## src/rtl/light_sensor_calibration_sequencer_unit_macros.svh

```systemverilog
`ifndef LIGHT_SENSOR_CALIBRATION_SEQUENCER_UNIT_MACROS_SVH
`define LIGHT_SENSOR_CALIBRATION_SEQUENCER_UNIT_MACROS_SVH

`ifndef SYNTHESIS
`define LSCS_ASSERT_ALWAYS(label, clk, rst, prop) \
   label: assert property (@(posedge clk) disable iff (rst) (prop)) \
      else $error("lscs: invariant violated");
`define LSCS_ASSERT_IMPLY(label, clk, rst, ante, cons) \
   label: assert property (@(posedge clk) disable iff (rst) (ante) |-> (cons)) \
      else $error("lscs: implication violated");
`define LSCS_ASSERT_NEXT(label, clk, rst, ante, cons) \
   label: assert property (@(posedge clk) disable iff (rst) (ante) |=> (cons)) \
      else $error("lscs: next-cycle check violated");
`else
`define LSCS_ASSERT_ALWAYS(label, clk, rst, prop)
`define LSCS_ASSERT_IMPLY(label, clk, rst, ante, cons)
`define LSCS_ASSERT_NEXT(label, clk, rst, ante, cons)
`endif

`endif

```

## src/rtl/lscs_pkg.sv

```systemverilog
package lscs_pkg;

   localparam int SAMPLE_WINDOW = 20;
   localparam int NLOG          = $clog2(SAMPLE_WINDOW);
   localparam int ADDR_W        = NLOG;
   localparam int CNT_W         = $clog2(SAMPLE_WINDOW + 1);
   localparam int SAMPLE_W      = 16;
   localparam int SUM_W         = SAMPLE_W + NLOG;
   localparam int SQ_W          = 2 * SAMPLE_W + NLOG;
   localparam int CMP_W         = 2 * SUM_W;
   localparam int WIN_SQ        = SAMPLE_WINDOW * SAMPLE_WINDOW;

   // floor(sum / N) as (sum * MEAN_MUL) >> MEAN_SHIFT, exact for sum < 2**SUM_W
   localparam int MEAN_SHIFT    = SUM_W + NLOG;
   localparam int MUL_W         = SUM_W + 1;
   localparam int MEAN_MUL      = ((2 ** MEAN_SHIFT) + SAMPLE_WINDOW - 1) / SAMPLE_WINDOW;

   localparam int REQ_DATA_W    = 16;
   localparam int RSP_FIELDS_W  = 54;
   localparam int RSP_DATA_W    = 56;
   localparam int RSP_PAD_W     = RSP_DATA_W - RSP_FIELDS_W;
   localparam int CSR_IDX_W     = 2;
   localparam int CSR_DATA_W    = 16;

   localparam logic OP_SAMPLE  = 1'b0;
   localparam logic OP_RESTART = 1'b1;

   localparam logic [2:0] STEP_DARK    = 3'd0;
   localparam logic [2:0] STEP_BRIGHT  = 3'd1;
   localparam logic [2:0] STEP_DARK2   = 3'd2;
   localparam logic [2:0] STEP_BRIGHT2 = 3'd3;
   localparam logic [2:0] STEP_DONE    = 3'd4;

   localparam logic [CSR_IDX_W-1:0] CSR_STAB_LIMIT   = 2'd0;
   localparam logic [CSR_IDX_W-1:0] CSR_STABLE_TICKS = 2'd1;
   localparam logic [CSR_IDX_W-1:0] CSR_MIN_SWING    = 2'd2;

   localparam logic [15:0] STAB_LIMIT_RST   = 16'd100;
   localparam logic [7:0]  STABLE_TICKS_RST = 8'd20;
   localparam logic [15:0] MIN_SWING_RST    = 16'd100;
   localparam logic [15:0] DARK_RESET       = 16'hFFFF;

   typedef struct packed {
      logic                done;
      logic                stable;
      logic [SAMPLE_W-1:0] mean;
   } lscs_stat_type;

endpackage

```

## src/rtl/light_sensor_calibration_sequencer_unit.sv

```systemverilog
// Response: a restart, an item after completion or a sample into a ring not yet full goes
// to ST_EMIT, which registers rsp_tvalid once any earlier response is taken; a sample that
// fills the window first waits in ST_STATS for the walk of the sample memory (one read per cycle).
// Flow: one item at a time; req_tready is high only in ST_IDLE, entered as the result is registered.
// Reset: synchronous, active high; step dark, counters cleared, range 65535/0, registers
// to defaults. The sample memory is not cleared.
`include "light_sensor_calibration_sequencer_unit_macros.svh"

module light_sensor_calibration_sequencer_unit (
   input  logic                                clock,
   input  logic                                reset,
   input  logic                                req_tvalid,
   output logic                                req_tready,
   input  logic [lscs_pkg::REQ_DATA_W-1:0]     req_tdata,   // [15:0] light_sample
   input  logic                                req_tuser,   // [0] opcode
   output logic                                rsp_tvalid,
   input  logic                                rsp_tready,
   // [2:0] step_now, [3] step_advanced, [19:4] settled_value, [20] all_done,
   // [21] succeeded, [37:22] range_low, [53:38] range_high
   output logic [lscs_pkg::RSP_DATA_W-1:0]     rsp_tdata,
   input  logic                                csr_we,
   input  logic [lscs_pkg::CSR_IDX_W-1:0]      csr_index,
   input  logic [lscs_pkg::CSR_DATA_W-1:0]     csr_wdata
);
   import lscs_pkg::*;

   typedef enum logic [2:0] {
      ST_IDLE  = 3'b001,
      ST_STATS = 3'b010,
      ST_EMIT  = 3'b100
   } state_type;

   state_type             state_ff, state_in;
   logic [2:0]            step_ff, step_in;
   logic [ADDR_W-1:0]     slot_ff, slot_in;
   logic [CNT_W-1:0]      fill_ff, fill_in;
   logic [7:0]            run_ff, run_in;
   logic [15:0]           min_ff, min_in;
   logic [15:0]           max_ff, max_in;
   logic                  adv_ff, adv_in;
   logic [15:0]           settled_ff, settled_in;
   logic                  rsp_valid_ff, rsp_valid_in;
   logic [RSP_DATA_W-1:0] rsp_data_ff, rsp_data_in;
   logic [15:0]           limit_ff;
   logic [7:0]            ticks_ff;
   logic [15:0]           swing_ff;

   logic                  req_fire;
   logic                  wr_en, start, rd_en;
   logic [ADDR_W-1:0]     rd_addr;
   logic [SAMPLE_W-1:0]   rd_data;
   lscs_stat_type         stat;
   logic [7:0]            run_next, need;
   logic                  done, ok;

   lscs_ram #(
      .WIDTH (SAMPLE_W),
      .DEPTH (SAMPLE_WINDOW)
   ) u_ring (
      .clock   (clock),
      .wr_en   (wr_en),
      .wr_addr (slot_ff),
      .wr_data (req_tdata[SAMPLE_W-1:0]),
      .rd_en   (rd_en),
      .rd_addr (rd_addr),
      .rd_data (rd_data)
   );

   lscs_win_stats u_stats (
      .clock   (clock),
      .reset   (reset),
      .start   (start),
      .limit   (limit_ff),
      .rd_en   (rd_en),
      .rd_addr (rd_addr),
      .rd_data (rd_data),
      .stat    (stat)
   );

   assign req_tready = (state_ff == ST_IDLE);
   assign req_fire   = req_tvalid && req_tready;
   assign rsp_tvalid = rsp_valid_ff;
   assign rsp_tdata  = rsp_data_ff;

   assign run_next = (run_ff == 8'hFF) ? run_ff : run_ff + 8'd1;
   assign need     = (ticks_ff == 8'd0) ? 8'd1 : ticks_ff;
   assign done     = (step_ff >= STEP_DONE);
   assign ok       = done && (min_ff < max_ff) && ((max_ff - min_ff) > swing_ff);

   always_comb begin
      state_in     = state_ff;
      step_in      = step_ff;
      slot_in      = slot_ff;
      fill_in      = fill_ff;
      run_in       = run_ff;
      min_in       = min_ff;
      max_in       = max_ff;
      adv_in       = adv_ff;
      settled_in   = settled_ff;
      rsp_valid_in = rsp_valid_ff && !rsp_tready;
      rsp_data_in  = rsp_data_ff;
      wr_en        = 1'b0;
      start        = 1'b0;
      unique case (state_ff)
         ST_IDLE: begin
            if (req_fire) begin
               adv_in     = 1'b0;
               settled_in = '0;
               priority if (req_tuser == OP_RESTART) begin
                  step_in  = STEP_DARK;
                  slot_in  = '0;
                  fill_in  = '0;
                  run_in   = '0;
                  min_in   = DARK_RESET;
                  max_in   = '0;
                  state_in = ST_EMIT;
               end else if (step_ff >= STEP_DONE) begin
                  state_in = ST_EMIT;
               end else begin
                  wr_en   = 1'b1;
                  slot_in = (slot_ff == ADDR_W'(SAMPLE_WINDOW - 1)) ? '0 : slot_ff + 1'b1;
                  if (fill_ff < CNT_W'(SAMPLE_WINDOW)) begin
                     fill_in = fill_ff + 1'b1;
                  end
                  if (fill_ff >= CNT_W'(SAMPLE_WINDOW - 1)) begin
                     start    = 1'b1;
                     state_in = ST_STATS;
                  end else begin
                     run_in   = '0;
                     state_in = ST_EMIT;
                  end
               end
            end
         end
         ST_STATS: begin
            if (stat.done) begin
               state_in = ST_EMIT;
               if (!stat.stable) begin
                  run_in = '0;
               end else if (run_next >= need) begin
                  if (step_ff == STEP_DARK || step_ff == STEP_DARK2) begin
                     if (stat.mean < min_ff) min_in = stat.mean;
                  end else begin
                     if (stat.mean > max_ff) max_in = stat.mean;
                  end
                  step_in    = step_ff + 3'd1;
                  run_in     = '0;
                  fill_in    = '0;
                  slot_in    = '0;
                  adv_in     = 1'b1;
                  settled_in = stat.mean;
               end else begin
                  run_in = run_next;
               end
            end
         end
         ST_EMIT: begin
            if (!rsp_valid_ff || rsp_tready) begin
               rsp_valid_in = 1'b1;
               rsp_data_in  = {{RSP_PAD_W{1'b0}}, max_ff, min_ff, ok, done,
                               settled_ff, adv_ff, step_ff};
               state_in     = ST_IDLE;
            end
         end
         default: state_in = ST_IDLE;
      endcase
   end

   always_ff @(posedge clock) begin
      if (reset) begin
         state_ff     <= ST_IDLE;
         step_ff      <= STEP_DARK;
         slot_ff      <= '0;
         fill_ff      <= '0;
         run_ff       <= '0;
         min_ff       <= DARK_RESET;
         max_ff       <= '0;
         rsp_valid_ff <= 1'b0;
      end else begin
         state_ff     <= state_in;
         step_ff      <= step_in;
         slot_ff      <= slot_in;
         fill_ff      <= fill_in;
         run_ff       <= run_in;
         min_ff       <= min_in;
         max_ff       <= max_in;
         rsp_valid_ff <= rsp_valid_in;
      end
   end

   always_ff @(posedge clock) begin
      adv_ff      <= adv_in;
      settled_ff  <= settled_in;
      rsp_data_ff <= rsp_data_in;
   end

   always_ff @(posedge clock) begin
      if (reset) begin
         limit_ff <= STAB_LIMIT_RST;
         ticks_ff <= STABLE_TICKS_RST;
         swing_ff <= MIN_SWING_RST;
      end else if (csr_we) begin
         unique case (csr_index)
            CSR_STAB_LIMIT:   limit_ff <= csr_wdata;
            CSR_STABLE_TICKS: ticks_ff <= csr_wdata[7:0];
            CSR_MIN_SWING:    swing_ff <= csr_wdata;
            default: ;
         endcase
      end
   end

   `LSCS_ASSERT_ALWAYS(a_fill_bound, clock, reset, fill_ff <= CNT_W'(SAMPLE_WINDOW))
   `LSCS_ASSERT_ALWAYS(a_step_bound, clock, reset, step_ff <= STEP_DONE)
   `LSCS_ASSERT_IMPLY(a_stat_in_sweep, clock, reset, stat.done, state_ff == ST_STATS)
   `LSCS_ASSERT_NEXT(a_sweep_start, clock, reset, start, state_ff == ST_STATS)

endmodule

```

## src/rtl/lscs_ram.sv

```systemverilog
module lscs_ram #(
   parameter int WIDTH = 16,
   parameter int DEPTH = 20,
   localparam int AW   = (DEPTH > 1) ? $clog2(DEPTH) : 1
) (
   input  logic             clock,
   input  logic             wr_en,
   input  logic [AW-1:0]    wr_addr,
   input  logic [WIDTH-1:0] wr_data,
   input  logic             rd_en,
   input  logic [AW-1:0]    rd_addr,
   output logic [WIDTH-1:0] rd_data
);

   logic [WIDTH-1:0] mem_ff [DEPTH];
   logic [WIDTH-1:0] rd_data_ff;

   always_ff @(posedge clock) begin
      if (wr_en) begin
         mem_ff[wr_addr] <= wr_data;
      end
      if (rd_en) begin
         rd_data_ff <= mem_ff[rd_addr];
      end
   end

   assign rd_data = rd_data_ff;

endmodule

```

## src/rtl/lscs_win_stats.sv

```systemverilog
module lscs_win_stats (
   input  logic                            clock,
   input  logic                            reset,
   input  logic                            start,
   input  logic [15:0]                     limit,
   output logic                            rd_en,
   output logic [lscs_pkg::ADDR_W-1:0]     rd_addr,
   input  logic [lscs_pkg::SAMPLE_W-1:0]   rd_data,
   output lscs_pkg::lscs_stat_type         stat
);
   import lscs_pkg::*;

   logic                     issue_ff;
   logic [ADDR_W-1:0]        addr_ff;
   logic                     rd_vld_ff, rd_last_ff;
   logic                     sq_vld_ff, sq_last_ff;
   logic [SAMPLE_W-1:0]      x_ff;
   logic [2*SAMPLE_W-1:0]    sq_ff;
   logic [SUM_W-1:0]         sum_ff;
   logic [SQ_W-1:0]          sumsq_ff;
   logic                     acc_done_ff;
   logic                     a_vld_ff, b_vld_ff;
   logic [CMP_W-1:0]         nsq_ff, sum2_ff, lim2n_ff;
   logic [31:0]              lim2_ff;
   logic [SUM_W+MUL_W-1:0]   mprod_ff;
   logic [CMP_W:0]           rhs;
   logic                     last_addr;
   logic                     stat_done_ff, stable_ff;
   logic [SAMPLE_W-1:0]      mean_ff;

   assign last_addr = (addr_ff == ADDR_W'(SAMPLE_WINDOW - 1));
   assign rd_en     = issue_ff;
   assign rd_addr   = addr_ff;

   always_ff @(posedge clock) begin
      if (reset) begin
         issue_ff     <= 1'b0;
         addr_ff      <= '0;
         rd_vld_ff    <= 1'b0;
         rd_last_ff   <= 1'b0;
         sq_vld_ff    <= 1'b0;
         sq_last_ff   <= 1'b0;
         acc_done_ff  <= 1'b0;
         a_vld_ff     <= 1'b0;
         b_vld_ff     <= 1'b0;
         stat_done_ff <= 1'b0;
      end else begin
         if (start) begin
            issue_ff <= 1'b1;
            addr_ff  <= '0;
         end else if (issue_ff) begin
            issue_ff <= !last_addr;
            addr_ff  <= addr_ff + 1'b1;
         end
         rd_vld_ff    <= issue_ff;
         rd_last_ff   <= issue_ff && last_addr;
         sq_vld_ff    <= rd_vld_ff;
         sq_last_ff   <= rd_vld_ff && rd_last_ff;
         acc_done_ff  <= sq_vld_ff && sq_last_ff;
         a_vld_ff     <= acc_done_ff;
         b_vld_ff     <= a_vld_ff;
         stat_done_ff <= b_vld_ff;
      end
   end

   // square, accumulate, then the variance and mean arithmetic
   always_ff @(posedge clock) begin
      x_ff  <= rd_data;
      sq_ff <= (2 * SAMPLE_W)'(rd_data) * (2 * SAMPLE_W)'(rd_data);
      if (start) begin
         sum_ff   <= '0;
         sumsq_ff <= '0;
      end else if (sq_vld_ff) begin
         sum_ff   <= sum_ff + SUM_W'(x_ff);
         sumsq_ff <= sumsq_ff + SQ_W'(sq_ff);
      end
      if (acc_done_ff) begin
         nsq_ff   <= CMP_W'(sumsq_ff) * CMP_W'(SAMPLE_WINDOW);
         sum2_ff  <= CMP_W'(sum_ff) * CMP_W'(sum_ff);
         lim2_ff  <= 32'(limit) * 32'(limit);
         mprod_ff <= (SUM_W + MUL_W)'(sum_ff) * (SUM_W + MUL_W)'(MEAN_MUL);
      end
      if (a_vld_ff) begin
         lim2n_ff <= CMP_W'(lim2_ff) * CMP_W'(WIN_SQ);
      end
      if (b_vld_ff) begin
         stable_ff <= ({1'b0, nsq_ff} < rhs);
         mean_ff   <= mprod_ff[MEAN_SHIFT +: SAMPLE_W];
      end
   end

   assign rhs  = {1'b0, lim2n_ff} + {1'b0, sum2_ff};
   assign stat = '{done: stat_done_ff, stable: stable_ff, mean: mean_ff};

endmodule
```

## config.mk

```make
export PLATFORM = sky130hd
export DESIGN_NAME = light_sensor_calibration_sequencer_unit
export DESIGN_NICKNAME = d
export VERILOG_FILES = /design/src/rtl/lscs_pkg.sv /design/src/rtl/light_sensor_calibration_sequencer_unit.sv /design/src/rtl/lscs_ram.sv /design/src/rtl/lscs_win_stats.sv
export VERILOG_INCLUDE_DIRS = /design/src /design/src/rtl
export SDC_FILE = /design/constraint.sdc
export NUM_CORES = 2
export LEC_CHECK = 0
export BUFFER_PORTS_ARGS = -buffer_cell sky130_fd_sc_hd__buf_2
export CORE_MARGIN = 4
export CORE_UTILIZATION = 57
export CTS_CLUSTER_DIAMETER = 150
export CTS_CLUSTER_SIZE = 16
export DETAILED_ROUTE_END_ITERATION = 12
export GPL_ROUTABILITY_DRIVEN = 0
export GPL_TIMING_DRIVEN = 1
export PLACE_DENSITY = 0.86
export SLEW_MARGIN = 40
export SYNTH_ARGS = -nofsm -noshare
export SYNTH_HDL_FRONTEND = slang
export SYNTH_SLANG_ARGS = --single-unit
```

## constraint.sdc

```tcl
create_clock -name clock -period 7.4 [get_ports clock]
set_clock_uncertainty 0.15 [all_clocks]
set_input_delay 1.48 -clock clock [delete_from_list [all_inputs] [get_ports clock]]
set_output_delay 1.48 -clock clock [all_outputs]
set_load 0.1 [all_outputs]
```

==> impl_metrics.toml <==
[drt]
first_pass_iters = 8
drc_errors = 0
wl_per_cell_microns = 20.1
drtIter0Drc = 4247
ant_nets = 0
routed_via_density = 5.82
drt-total-wl_microns = 174000
num_vias = 50400

[place]
dpl.hpwl_microns = 136000
dp_slack_ns = -0.0307
placedCellCount = 8549
io_buffers = 95

[timing]
setup_slack_ns = 0.116
setup_tns_ns = 0
report.final.slew_viol_count = 0
min_period_ns = 7.28
setup_viol = 0
clock.fmax_mhz = 137
slew_headroom = 0.452
hold_viol = 0
max_slew.worst_pin.slew_ns = 0.821
fin_crit_sh = 0.984

[synthesis]
synthTopCellsByCount = "inv_1, ha_1, fa_1"
async_flop_share = 0
synth_cell_type_count = 90
yosysMostFrequentCell = "inv_1"
synth.yosys.warnings = 0
synth_edf_count = 588
ys_seq_area_frac = 0.299
syn_area_sq_mm = 0.0734
synth_top_area_share = 0.241
yosysTopAreaCell = "edfxtp_1"
synth-seq-cells = 803
synth.area.top_cells = "edfxtp_1, fa_1, ha_1"
synth.avg_cell_area_sq_um = 10.8
synth-main-ff-cell = "edfxtp_1"
synth_cells = 6788

[floorplanning]
start_util = 0.575
io_pins = 98
die_h_microns = 367
rows = 131
die_x_microns = 367
core_area_sq_mm = 0.128
dieArea_sq_mm = 0.135

[setup_path]
cp.arrival_ns = 7.55
worst_r2r_path_depth = 26
critPathMaxFanout = 9
rr_endpoint = "u_stats.sum2_ff[38]"
r2r_start = "u_stats.sum_ff[14]"
critPathKind = "register to register"
crit_path_end_kind = "register"
rrSetupSlack_ns = 0.12
crit_end = "u_stats.sum2_ff[38]"
startpoint = "u_stats.sum_ff[14]"
cp.required_ns = 7.67
cp-start-kind = "register"

[global_route]
grt_pass1_wl_microns = 280000
grt_max_degree = 63
antenna_found_initial = 4
grt_use_total = 0.259
grt_pass1_vias = 53700
grt_overflow_total = 0

[clock_tree]
numCtsBuffers = 56
ctsHoldBuffers = 0
clk_latency_ns = 0.71
cts_max_level = 2
cts_tree = "built"
clockBufferDepth = 3
cts_root_buffer = "clkbuf_16"
numClockSinks = 803
cts.clk_slew.worst_paths_ns = 0.08

[final_layout]
instances_no_fill = 8656
area.growth.synth_to_final_pct = 6.89
fill_cells = 9330
drive_above_1_share = 0.0734
nets = 8733

[worst_hold_path]
hp-class = "register to register"

[run]
cap_violations = 0

[run_status]
run_status = "finished, final reports clean"
[area by class of cell]
type                            count  area, sq um  share of cell area
Tap cell                         1662         2080              0.0265
Antenna cell                        2         5.00           0.0000638
Clock inverter                      6          109             0.00139
Sequential cell                   803        22000               0.280
Multi-Input combinational cell   4441        45800               0.583
Timing Repair Buffer              249         1710              0.0218
Inverter                         1395         5240              0.0667
Clock buffer                       98         1560              0.0199
[layout by cell type, fill, tap and decap left out, types with 130 or more instances in the layout]
cell type and instances:
xnor2_1 202, o21ai_0 130, a21o_1 137, a21oi_1 273
and2_1 174, nor2_1 333, buf_4 144, dfxtp_1 194
edfxtp_1 588, ha_1 928, inv_1 1392, nand2_1 452
fa_1 816
[per-stage QoR]
stage / cell area [sq um] / utilization / hold WS [ns]
global placement: 76600 / 0.600 / 0.254
detailed placement: 76700 / 0.601 / 0.255
global route: 78500 / 0.615 / 0.266
finish: 78500 / 0.615 / 0.248
CTS: 78400 / 0.614 / 0.249
floorplan: 73400 / - / 0.218
[sequential cells by signal (all words and copies together) (netlist names), 21 cells and up]
register and count:
u_stats.lim2n_ff 36, u_ring.mem_ff 320, u_stats.lim2_ff 31, u_stats.sum2_ff 41, u_stats.sumsq_ff 37, u_stats.nsq_ff 40, u_stats.sq_ff 30, u_stats.sum_ff 21
rsp_tdata 54
[metal layers]
| layer | routed length (microns) | part of all wire | track usage |
|---|---|---|---|
| met5 | 18 | 0.00010 | 0 |
| met4 | 8750 | 0.050 | 0.112 |
| met3 | 13600 | 0.079 | 0.0406 |
| met2 | 86100 | 0.50 | 0.450 |
| met1 | 65200 | 0.38 | 0.321 |
[worst max-delay path, stage by stage (launching register included)]
cell      delay [ns]
dfxtp_1         0.45
buf_4           0.31
and2_1          0.27
inv_1           0.08
fa_1            0.42
inv_1           0.12
ha_1            0.16
inv_1           0.06
fa_1            0.50
inv_1           0.07
fa_1            0.56
fa_1            0.45
fa_1            0.50
inv_1           0.05
fa_1            0.47
inv_1           0.04
ha_1            0.28
a211oi_1        0.34
o21ai_1         0.15
a211o_1         0.28
a21oi_1         0.20
o22ai_1         0.19
o21ai_1         0.22
a21oi_1         0.11
a221o_1         0.33
a21oi_1         0.17
xnor2_1         0.08
[cell families (layout without fill, tap and decap cells)]
family	count (synthesis)	count (layout)	synth area share
AOI/OAI and AO/OA	873	873	0.0779
xor gates and xnor gates	298	298	0.0356
adders and majority gates	1747	1747	0.381
buffers and inverters	1546	1748	0.0792
DFF	803	803	0.299
muxes	163	163	0.0389
other	2	6	0.000102
and+or+nand+nor	1356	1356	0.0880
[worst min path at each step]
stage	slack, ns	end	depth (start not counted)	start
final	0.25	u_stats.mean_ff[0]	0	u_stats.mprod_ff[26]
after CTS	0.25	u_stats.mean_ff[0]	0	u_stats.mprod_ff[26]
after global placement	0.25	u_stats.mean_ff[10]	0	u_stats.mprod_ff[36]
after floorplan	0.22	u_stats.x_ff[7]	0	u_ring.rd_data[7]
after detailed placement	0.25	u_stats.mean_ff[12]	0	u_stats.mprod_ff[38]
after global routing	0.27	u_stats.mean_ff[0]	0	u_stats.mprod_ff[26]
[what timing repair did]
action                                  in CTS  in global routing
pin swaps                                    0                  4
buffers inserted                             0                  1
resized for setup                            1                 37
endpoints found under the setup margin       1                 21
gates cloned                                 0                  0
Power is not shown: default switching activity piles up to over one toggle a cycle in this logic, so the estimate is an artifact.
